`config.mk`:
```
export PLATFORM = sky130hd
export DESIGN_NAME = quad_edge_intersection_test_top
export DESIGN_NICKNAME = d
export VERILOG_FILES = /design/src/sv/qeit_pkg.sv /design/src/sv/qeit_quad_rot.sv /design/src/sv/qeit_edge_prep.sv /design/src/sv/qeit_cross.sv /design/src/sv/quad_edge_intersection_test_top.sv
export SDC_FILE = /design/constraint.sdc
export NUM_CORES = 2
export LEC_CHECK = 0
export ABC_AREA = 1
export ABC_CLOCK_PERIOD_IN_PS = 8950
export CAP_MARGIN = 20
export CORE_MARGIN = 3
export CORE_UTILIZATION = 48
export CTS_CLUSTER_DIAMETER = 100
export DETAILED_ROUTE_END_ITERATION = 8
export DONT_BUFFER_PORTS = 1
export GPL_ROUTABILITY_DRIVEN = 0
export SLEW_MARGIN = 20
export SYNTH_ARGS = -nofsm -noshare
export SYNTH_HDL_FRONTEND = slang
export SYNTH_SLANG_ARGS = --single-unit
```
`constraint.sdc`:
```
create_clock -name clk -period 8.95 [get_ports clk]
set_input_delay 0.895 -clock clk [delete_from_list [all_inputs] [get_ports clk]]
set_output_delay 0.895 -clock clk [all_outputs]
set_load 0.05 [all_outputs]
```
`src/sv/qeit_pkg.sv`:
```
// Package for the quad edge intersection test block.
// Holds the sequencer state type, operation codes, counter constants and
// the control structs passed between the pipeline stages. No dependencies.
package qeit_pkg;

  localparam int CNT_W = 5;

  // PAIRS edge pairs are issued; the counter runs on to FIN_CNT so the
  // last pair can pass both pipeline stages and reach the hit accumulator.
  localparam logic [CNT_W-1:0] PAIRS   = 5'd16;
  localparam logic [CNT_W-1:0] FIN_CNT = 5'd18;

  localparam logic OP_LOAD = 1'b0;
  localparam logic OP_TEST = 1'b1;

  typedef enum logic [1:0] {
    ST_IDLE,
    ST_RUN,
    ST_HOLD
  } state_t;

  typedef struct packed {
    logic vld;
    logic box_ok;
  } pair_ctl_t;

  typedef struct packed {
    logic vld;
    logic hit;
  } pair_res_t;

endpackage

```
`src/sv/qeit_quad_rot.sv`:
```
// Four-vertex rotating register for one quadrilateral.
// Depends on nothing; vertex 0 and vertex 1 always form the current edge.
module qeit_quad_rot #(
  parameter int COORD_BITS = 12
) (
  input  logic                         clk,
  input  logic                         load,
  input  logic                         rot,
  input  logic signed [COORD_BITS-1:0] ld_x [4],
  input  logic signed [COORD_BITS-1:0] ld_y [4],
  output logic signed [COORD_BITS-1:0] v0_x,
  output logic signed [COORD_BITS-1:0] v0_y,
  output logic signed [COORD_BITS-1:0] v1_x,
  output logic signed [COORD_BITS-1:0] v1_y
);

  logic signed [COORD_BITS-1:0] vx_r [4];
  logic signed [COORD_BITS-1:0] vy_r [4];

  // Rotating by one vertex moves the next edge into the fixed slots.
  always_ff @(posedge clk) begin
    if (load) begin
      for (int k = 0; k < 4; k++) begin
        vx_r[k] <= ld_x[k];
        vy_r[k] <= ld_y[k];
      end
    end else if (rot) begin
      for (int k = 0; k < 4; k++) begin
        vx_r[k] <= vx_r[(k + 1) % 4];
        vy_r[k] <= vy_r[(k + 1) % 4];
      end
    end
  end

  assign v0_x = vx_r[0];
  assign v0_y = vy_r[0];
  assign v1_x = vx_r[1];
  assign v1_y = vy_r[1];

endmodule

```
`src/sv/qeit_edge_prep.sv`:
```
// First stage of the shared segment tester: bounding-box overlap and the
// coordinate differences for one edge pair. Depends on qeit_pkg.
module qeit_edge_prep
  import qeit_pkg::*;
#(
  parameter int COORD_BITS = 12
) (
  input  logic                           clk,
  input  logic                           rst_n,
  input  logic                           issue,
  input  logic signed [COORD_BITS-1:0]   p0_x,
  input  logic signed [COORD_BITS-1:0]   p0_y,
  input  logic signed [COORD_BITS-1:0]   p1_x,
  input  logic signed [COORD_BITS-1:0]   p1_y,
  input  logic signed [COORD_BITS-1:0]   q0_x,
  input  logic signed [COORD_BITS-1:0]   q0_y,
  input  logic signed [COORD_BITS-1:0]   q1_x,
  input  logic signed [COORD_BITS-1:0]   q1_y,
  output pair_ctl_t                      ctl,
  output logic signed [COORD_BITS:0]     d1_x,
  output logic signed [COORD_BITS:0]     d1_y,
  output logic signed [COORD_BITS:0]     d2_x,
  output logic signed [COORD_BITS:0]     d2_y,
  output logic signed [COORD_BITS:0]     e_x,
  output logic signed [COORD_BITS:0]     e_y,
  output logic signed [COORD_BITS:0]     f_x,
  output logic signed [COORD_BITS:0]     f_y,
  output logic signed [COORD_BITS:0]     g_x,
  output logic signed [COORD_BITS:0]     g_y,
  output logic signed [COORD_BITS:0]     h_x,
  output logic signed [COORD_BITS:0]     h_y
);

  localparam int DW = COORD_BITS + 1;

  logic signed [COORD_BITS-1:0] pmin_x, pmax_x, pmin_y, pmax_y;
  logic signed [COORD_BITS-1:0] qmin_x, qmax_x, qmin_y, qmax_y;
  logic                         box_ok;
  pair_ctl_t                    ctl_r;
  logic signed [DW-1:0]         d1x_r, d1y_r, d2x_r, d2y_r;
  logic signed [DW-1:0]         ex_r, ey_r, fx_r, fy_r, gx_r, gy_r, hx_r, hy_r;

  always_comb begin
    pmin_x = (p0_x < p1_x) ? p0_x : p1_x;
    pmax_x = (p0_x < p1_x) ? p1_x : p0_x;
    pmin_y = (p0_y < p1_y) ? p0_y : p1_y;
    pmax_y = (p0_y < p1_y) ? p1_y : p0_y;
    qmin_x = (q0_x < q1_x) ? q0_x : q1_x;
    qmax_x = (q0_x < q1_x) ? q1_x : q0_x;
    qmin_y = (q0_y < q1_y) ? q0_y : q1_y;
    qmax_y = (q0_y < q1_y) ? q1_y : q0_y;
    // Inclusive overlap: boxes that only touch still pass.
    box_ok = !(pmax_x < qmin_x) && !(pmin_x > qmax_x) &&
             !(pmax_y < qmin_y) && !(pmin_y > qmax_y);
  end

  always_ff @(posedge clk) begin
    if (!rst_n) begin
      ctl_r <= '0;
    end else begin
      ctl_r.vld    <= issue;
      ctl_r.box_ok <= box_ok;
    end
  end

  always_ff @(posedge clk) begin
    d1x_r <= DW'(p1_x) - DW'(p0_x);
    d1y_r <= DW'(p1_y) - DW'(p0_y);
    d2x_r <= DW'(q1_x) - DW'(q0_x);
    d2y_r <= DW'(q1_y) - DW'(q0_y);
    ex_r  <= DW'(p0_x) - DW'(q0_x);
    ey_r  <= DW'(p0_y) - DW'(q0_y);
    fx_r  <= DW'(p1_x) - DW'(q0_x);
    fy_r  <= DW'(p1_y) - DW'(q0_y);
    gx_r  <= DW'(q0_x) - DW'(p0_x);
    gy_r  <= DW'(q0_y) - DW'(p0_y);
    hx_r  <= DW'(q1_x) - DW'(p0_x);
    hy_r  <= DW'(q1_y) - DW'(p0_y);
  end

  assign ctl  = ctl_r;
  assign d1_x = d1x_r;
  assign d1_y = d1y_r;
  assign d2_x = d2x_r;
  assign d2_y = d2y_r;
  assign e_x  = ex_r;
  assign e_y  = ey_r;
  assign f_x  = fx_r;
  assign f_y  = fy_r;
  assign g_x  = gx_r;
  assign g_y  = gy_r;
  assign h_x  = hx_r;
  assign h_y  = hy_r;

endmodule

```
`src/sv/qeit_cross.sv`:
```
// Second stage of the shared segment tester: four cross products at full
// width and the two-sided straddle decision. Depends on qeit_pkg.
module qeit_cross
  import qeit_pkg::*;
#(
  parameter int COORD_BITS = 12
) (
  input  logic                       clk,
  input  logic                       rst_n,
  input  pair_ctl_t                  ctl,
  input  logic signed [COORD_BITS:0] d1_x,
  input  logic signed [COORD_BITS:0] d1_y,
  input  logic signed [COORD_BITS:0] d2_x,
  input  logic signed [COORD_BITS:0] d2_y,
  input  logic signed [COORD_BITS:0] e_x,
  input  logic signed [COORD_BITS:0] e_y,
  input  logic signed [COORD_BITS:0] f_x,
  input  logic signed [COORD_BITS:0] f_y,
  input  logic signed [COORD_BITS:0] g_x,
  input  logic signed [COORD_BITS:0] g_y,
  input  logic signed [COORD_BITS:0] h_x,
  input  logic signed [COORD_BITS:0] h_y,
  output pair_res_t                  res
);

  localparam int DW = COORD_BITS + 1;
  localparam int PW = 2 * DW;
  localparam int XW = PW + 1;

  logic signed [XW-1:0] cr_a, cr_b, cr_c, cr_d;
  logic                 ab_ok, cd_ok;
  pair_res_t            res_r;

  always_comb begin
    cr_a = XW'(PW'(e_x) * PW'(d2_y)) - XW'(PW'(d2_x) * PW'(e_y));
    cr_b = XW'(PW'(d2_x) * PW'(f_y)) - XW'(PW'(f_x) * PW'(d2_y));
    cr_c = XW'(PW'(g_x) * PW'(d1_y)) - XW'(PW'(d1_x) * PW'(g_y));
    cr_d = XW'(PW'(d1_x) * PW'(h_y)) - XW'(PW'(h_x) * PW'(d1_y));
    // A product is non-negative when either factor is zero or signs agree.
    ab_ok = (cr_a == '0) || (cr_b == '0) || (cr_a[XW-1] == cr_b[XW-1]);
    cd_ok = (cr_c == '0) || (cr_d == '0) || (cr_c[XW-1] == cr_d[XW-1]);
  end

  always_ff @(posedge clk) begin
    if (!rst_n) begin
      res_r <= '0;
    end else begin
      res_r.vld <= ctl.vld;
      res_r.hit <= ctl.box_ok && ab_ok && cd_ok;
    end
  end

  assign res = res_r;

endmodule

```
`src/sv/quad_edge_intersection_test_top.sv`:
```
// Top level of the quad edge intersection test block: sequencer, reference
// quad storage and result register. Depends on qeit_pkg and the submodules.

// A load transaction stores the reference quadrilateral and returns no
// result. A test transaction is taken in, then one shared two-stage
// segment tester (box check, then four full-width cross products) is fed
// one edge pair per cycle for all 16 pairs; the hit result is accumulated
// behind the two pipeline stages, and the block takes no new transaction
// while a test is running. The result is held in an output register until
// taken; a finished test waits in the hold state if the previous result
// is still pending.
module quad_edge_intersection_test_top
  import qeit_pkg::*;
#(
  parameter int COORD_BITS = 12
) (
  input  logic                         clk,
  input  logic                         rst_n,
  input  logic                         in_valid,
  output logic                         in_ready,
  input  logic                         in_operation,
  input  logic signed [COORD_BITS-1:0] in_x0,
  input  logic signed [COORD_BITS-1:0] in_y0,
  input  logic signed [COORD_BITS-1:0] in_x1,
  input  logic signed [COORD_BITS-1:0] in_y1,
  input  logic signed [COORD_BITS-1:0] in_x2,
  input  logic signed [COORD_BITS-1:0] in_y2,
  input  logic signed [COORD_BITS-1:0] in_x3,
  input  logic signed [COORD_BITS-1:0] in_y3,
  output logic                         out_valid,
  input  logic                         out_ready,
  output logic                         out_hit
);

  localparam int DW = COORD_BITS + 1;

  state_t                       state_r, state_nxt;
  logic [CNT_W-1:0]             cnt_r, cnt_nxt;
  logic                         acc_r, acc_nxt;
  logic                         out_valid_r, out_valid_nxt;
  logic                         out_hit_r, out_hit_nxt;
  logic signed [COORD_BITS-1:0] ref_x_r [4];
  logic signed [COORD_BITS-1:0] ref_y_r [4];
  logic signed [COORD_BITS-1:0] tst_x [4];
  logic signed [COORD_BITS-1:0] tst_y [4];

  logic in_fire, test_start, load_start, issue, fin_fire;

  logic signed [COORD_BITS-1:0] p0_x, p0_y, p1_x, p1_y;
  logic signed [COORD_BITS-1:0] q0_x, q0_y, q1_x, q1_y;
  pair_ctl_t                    pctl;
  pair_res_t                    pres;
  logic signed [DW-1:0]         d1_x, d1_y, d2_x, d2_y;
  logic signed [DW-1:0]         e_x, e_y, f_x, f_y, g_x, g_y, h_x, h_y;

  always_comb begin
    tst_x[0] = in_x0;
    tst_y[0] = in_y0;
    tst_x[1] = in_x1;
    tst_y[1] = in_y1;
    tst_x[2] = in_x2;
    tst_y[2] = in_y2;
    tst_x[3] = in_x3;
    tst_y[3] = in_y3;
  end

  // Output decode of the sequencer.
  always_comb begin
    in_ready   = (state_r == ST_IDLE);
    in_fire    = in_valid && in_ready;
    test_start = in_fire && (in_operation == OP_TEST);
    load_start = in_fire && (in_operation == OP_LOAD);
    issue      = (state_r == ST_RUN) && (cnt_r < PAIRS);
    fin_fire   = ((state_r == ST_RUN) && (cnt_r == FIN_CNT) &&
                  (!out_valid_r || out_ready)) ||
                 ((state_r == ST_HOLD) && out_ready);
  end

  // Next state of the sequencer.
  always_comb begin
    state_nxt = state_r;
    case (state_r)
      ST_IDLE: begin
        if (in_valid && (in_operation == OP_TEST)) begin
          state_nxt = ST_RUN;
        end
      end
      ST_RUN: begin
        if (cnt_r == FIN_CNT) begin
          state_nxt = (!out_valid_r || out_ready) ? ST_IDLE : ST_HOLD;
        end
      end
      ST_HOLD: begin
        if (out_ready) begin
          state_nxt = ST_IDLE;
        end
      end
      default: begin
        state_nxt = ST_IDLE;
      end
    endcase
  end

  always_comb begin
    cnt_nxt = cnt_r;
    acc_nxt = acc_r;
    if (test_start) begin
      cnt_nxt = '0;
      acc_nxt = 1'b0;
    end else if ((state_r == ST_RUN) && (cnt_r != FIN_CNT)) begin
      cnt_nxt = cnt_r + 1'b1;
      if (pres.vld && pres.hit) begin
        acc_nxt = 1'b1;
      end
    end
  end

  always_comb begin
    out_valid_nxt = out_valid_r;
    out_hit_nxt   = out_hit_r;
    if (fin_fire) begin
      out_valid_nxt = 1'b1;
      out_hit_nxt   = acc_r;
    end else if (out_ready) begin
      out_valid_nxt = 1'b0;
    end
  end

  always_ff @(posedge clk) begin
    if (!rst_n) begin
      state_r     <= ST_IDLE;
      cnt_r       <= '0;
      acc_r       <= 1'b0;
      out_valid_r <= 1'b0;
    end else begin
      state_r     <= state_nxt;
      cnt_r       <= cnt_nxt;
      acc_r       <= acc_nxt;
      out_valid_r <= out_valid_nxt;
    end
  end

  always_ff @(posedge clk) begin
    out_hit_r <= out_hit_nxt;
  end

  // The reference quad sits at the origin until the first load.
  always_ff @(posedge clk) begin
    if (!rst_n) begin
      for (int k = 0; k < 4; k++) begin
        ref_x_r[k] <= '0;
        ref_y_r[k] <= '0;
      end
    end else if (load_start) begin
      for (int k = 0; k < 4; k++) begin
        ref_x_r[k] <= tst_x[k];
        ref_y_r[k] <= tst_y[k];
      end
    end
  end

  // Test edge steps every cycle while pairs are issued; reference edge steps after each four pairs.
  qeit_quad_rot #(.COORD_BITS(COORD_BITS)) u_ref_rot (
    .clk  (clk),
    .load (test_start),
    .rot  (issue && (cnt_r[1:0] == 2'd3)),
    .ld_x (ref_x_r),
    .ld_y (ref_y_r),
    .v0_x (p0_x),
    .v0_y (p0_y),
    .v1_x (p1_x),
    .v1_y (p1_y)
  );

  qeit_quad_rot #(.COORD_BITS(COORD_BITS)) u_tst_rot (
    .clk  (clk),
    .load (test_start),
    .rot  (issue),
    .ld_x (tst_x),
    .ld_y (tst_y),
    .v0_x (q0_x),
    .v0_y (q0_y),
    .v1_x (q1_x),
    .v1_y (q1_y)
  );

  qeit_edge_prep #(.COORD_BITS(COORD_BITS)) u_prep (
    .clk   (clk),
    .rst_n (rst_n),
    .issue (issue),
    .p0_x  (p0_x),
    .p0_y  (p0_y),
    .p1_x  (p1_x),
    .p1_y  (p1_y),
    .q0_x  (q0_x),
    .q0_y  (q0_y),
    .q1_x  (q1_x),
    .q1_y  (q1_y),
    .ctl   (pctl),
    .d1_x  (d1_x),
    .d1_y  (d1_y),
    .d2_x  (d2_x),
    .d2_y  (d2_y),
    .e_x   (e_x),
    .e_y   (e_y),
    .f_x   (f_x),
    .f_y   (f_y),
    .g_x   (g_x),
    .g_y   (g_y),
    .h_x   (h_x),
    .h_y   (h_y)
  );

  qeit_cross #(.COORD_BITS(COORD_BITS)) u_cross (
    .clk   (clk),
    .rst_n (rst_n),
    .ctl   (pctl),
    .d1_x  (d1_x),
    .d1_y  (d1_y),
    .d2_x  (d2_x),
    .d2_y  (d2_y),
    .e_x   (e_x),
    .e_y   (e_y),
    .f_x   (f_x),
    .f_y   (f_y),
    .g_x   (g_x),
    .g_y   (g_y),
    .h_x   (h_x),
    .h_y   (h_y),
    .res   (pres)
  );

  assign out_valid = out_valid_r;
  assign out_hit   = out_hit_r;

  a_test_starts_run: assert property (@(posedge clk) disable iff (!rst_n)
    test_start |=> ((state_r == ST_RUN) && (cnt_r == '0)))
    else $error("test transaction did not start the pair sequence");

  a_cnt_bounded: assert property (@(posedge clk) disable iff (!rst_n)
    (state_r == ST_RUN) |-> (cnt_r <= FIN_CNT))
    else $error("pair counter ran past the drain point");

  a_pipe_in_run: assert property (@(posedge clk) disable iff (!rst_n)
    (pctl.vld || pres.vld) |-> (state_r == ST_RUN))
    else $error("edge pair in flight outside a test");

endmodule
```
==> results.txt <==
Hold Path Origin = rst_n
Synth unique cells = 66
Worst setup startpoint = u_prep.h_x[4]$_DFF_P_
DIE AREA = 169000 um^2
Share of cells above drive strength 1 = 4.13%
Synth area leader = fa_1
Status = finished clean
Cell row count = 148
Syn avg cell area = 8.29 um^2
Die X-Extent = 411 um
Met2 Use GR = 44.6%
CTS H-tree lvls = 2
I/O pins = 104
Asr flop ratio synth = 0%
Clk slew on worst S/H paths = 0.06 ns
Drt pass-1 iters = 6
Area of the multi-input gates = 59300 um^2
Hold-fix buffers, CTS = 0
Critical-path top delay cell = dfxtp_1
Initial Utilization = 48.4%
Most numerous cell on the critical path = fa_1
Syn Std Cell Area = 78800 um^2
TritonCTS buffer count = 56
Crit Path Max Fanout = 13
Register area share after synthesis = 14.0%
Worst slew pin tran = 1.20 ns
Initial antenna violation count = 18
Flop and latch count out of synthesis = 456
Worst Skew = 0.0432 ns
GR Util met1 = 34.0%
WP data arrival = 8.93 ns
Postcts setup bufs = 0
Cell depth of the worst flop-to-flop path = 33
Setup TNS = 0 ns
Busiest layer in global routing = met2
TritonCTS sink count = 456
Post-synth EDFFs = 193
Met3 Resource Use GR = 5.53%
Pin count of the biggest net entering global routing = 103
CTS tree = done
Core area = 163000 um^2
Overflow after GRT = 0
DR WL/cell = 19.4 um
Top-area cell type share of the netlist area = 33.2%
Setup Crit Path Kind = reg -> reg
Bufs on Longest Clock Path = 3
CP Capture Type = flop
CTS resizes = 0
Hold depth = 2
WL final = 224 mm
Startpoint types = flop
# port buffers = 0
Fmax = 119 MHz
Vias per cell = 5.31
Clk Latency, worst-skew pair = 0.68 ns
Syn Nets = 11757
Syn Inst Count = 9512
Final Hold Violating Endpoints = 0
Min Clock Period, post-route = 8.37 ns
Post-route DRC = 0
Fin crit share = 93.5%
Final net count = 11582
Slew Limit Fails = 0
Fillers = 15571
Final HPWL DP = 185 mm
Top_reg_cell synth = dfxtp_1
Reg2reg start = u_prep.h_x[4]$_DFF_P_
Area Overhead vs Synth = 5.39%
Yosys warns = 0
HP Class = in -> reg
Reg area = 11100 um^2
Remaining antenna violation count = 0
Clock Tree Root = clkbuf_16
Global-route wire length before repair = 355 mm
Reg2Reg Setup Slack = 0.58 ns
WP data required = 9.51 ns
# setup viols final = 0
Worst R2R End = u_cross.res[0]$_SDFF_PN0_
Unrepaired setup endpoints after global routing = false
Largest cells by area after synthesis = fa_1, ha_1, nand2_1
Slew HR = 19.5%
# Max-Cap Violations = 0
Via count = 61433
Number of global-route vias before repair = 64577
Number of DRC markers in iteration 0 = 4214
Die height = 411 um
Max incr delay on CP = 0.85 ns
GRT Util Overall = 26.8%
Hold worst-path end = u_cross.res[1]$_SDFF_PN0_
==> final cells by class <==
type | count | share of cell area (%)
well taps | 2175 | 3.28
diodes | 5 | 0.0151
flip-flops and latches | 456 | 13.3
clock inverters | 25 | 0.416
multi-input cells | 6801 | 71.4
repair buffers | 128 | 1.16
inverters | 1894 | 8.56
clock buffers | 80 | 1.84
==> sequential cells by signal, summed over array words and instances (netlist names), 12 cells and up <==
signal,flops
u_prep.d2_y,13
ref_x_r,48
u_prep.f_x,13
ref_y_r,48
u_prep.e_y,12
u_prep.g_y,13
u_prep.d1_y,13
u_prep.g_x,12
u_tst_rot.vy_r,48
u_prep.e_x,13
u_prep.h_x,13
u_prep.d1_x,13
u_ref_rot.vx_r,48
u_tst_rot.vx_r,48
u_prep.f_y,13
u_ref_rot.vy_r,48
u_prep.d2_x,13
u_prep.h_y,13
==> Yosys cell counts (18+ instances only) <==
cell type	n
a21o_1	22
a21oi_1	382
a21oi_2	18
a31oi_1	28
buf_1	54
clkbuf_1	296
dfxtp_1	263
edfxtp_1	193
fa_1	1308
ha_1	836
inv_1	1888
mux2_2	48
nand2_1	2268
nand3_1	130
nand4_1	58
nor2_1	524
nor3_1	55
o21ai_0	454
o21ai_1	23
o21ai_2	21
o21bai_1	32
or2_2	33
xnor2_1	168
xor2_1	252
==> layout by cell type, fill, tap and decap left out, types with 7 or more instances in the layout <==
cell type / netlist / layout
a21boi_0: 8 / 8
a21boi_1: 9 / 9
a21o_1: 22 / 22
a21oi_1: 382 / 382
a21oi_2: 18 / 18
a31oi_1: 28 / 28
and2_1: 7 / 7
buf_4: 0 / 128
clkbuf_1: 296 / 20
clkbuf_16: 0 / 56
clkinv_2: 0 / 13
dfxtp_1: 263 / 263
edfxtp_1: 193 / 193
fa_1: 1308 / 1308
ha_1: 836 / 836
inv_1: 1888 / 1887
mux2_2: 48 / 48
nand2_1: 2268 / 2265
nand2_2: 7 / 7
nand3_1: 130 / 129
nand4_1: 58 / 58
nor2_1: 524 / 523
nor3_1: 55 / 55
nor4_1: 11 / 11
o211ai_1: 7 / 7
o21a_1: 11 / 11
o21ai_0: 454 / 453
o21ai_1: 23 / 24
o21ai_2: 21 / 21
o21bai_1: 32 / 32
o221ai_1: 9 / 9
o31ai_1: 7 / 7
or2_2: 33 / 33
xnor2_1: 168 / 168
xor2_1: 252 / 252
==> kinds of logic after synthesis <==
| family | after synthesis | synth area share (%) |
|---|---|---|
| XOR/XNOR | 420 | 4.67 |
| adder cells (fa/ha/maj) | 2144 | 46.5 |
| AND/OR/NAND/NOR | 3110 | 15.6 |
| flip-flops | 456 | 14.0 |
| buffers and inverters | 2255 | 10.8 |
| multiplexers | 49 | 0.699 |
| AO/OA/AOI/OAI | 1078 | 7.77 |
==> how the worst max path moves through the flow <==
stage	end	slack, ns	cells after the start
after global placement	u_cross.res[0]$_SDFF_PN0_	0.69	32
after CTS	u_cross.res[0]$_SDFF_PN0_	0.59	32
after global routing	u_cross.res[0]$_SDFF_PN0_	0.11	33
after floorplan	u_cross.res[0]$_SDFF_PN0_	1.94	29
final	u_cross.res[0]$_SDFF_PN0_	0.58	33
after detailed placement	u_cross.res[0]$_SDFF_PN0_	0.65	32
==> metal layers <==
layer | up-vias | wire (um)
met5 | - | 51
met4 | 8 | 10100
met3 | 447 | 17000
met2 | 2028 | 105000
met1 | 30213 | 91800
li1 | 28737 | -
==> stage by stage <==
step / util [%] / instance area [um^2] / instances / worst slack [ns] / hold slack (ns)
final: 51.0 / 83100 / 11564 / 0.580 / 0.341
after global routing: 51.0 / 83000 / 11559 / 0.108 / 0.338
after CTS: 51.0 / 83000 / 11559 / 0.590 / 0.290
after detailed placement: 49.8 / 81200 / 11454 / 0.646 / 0.394
after global placement: 49.8 / 81200 / 11454 / 0.689 / 0.395
after floorplan: - / 78800 / 9512 / 1.94 / 0.390
==> worst max-delay path: cells and delay by family, from the launching register on <==
family          cells  cell delay [ns]
simple gates        9             1.16
compound gates     10             1.60
flops               1             0.85
fa+ha+maj           8             3.41
buf+inv             4             0.46
xor+xnor            2             0.77
Power is left out: the tool's default activity adds up to more than one toggle a clock period on the data nets, which glitch-free logic cannot reach.
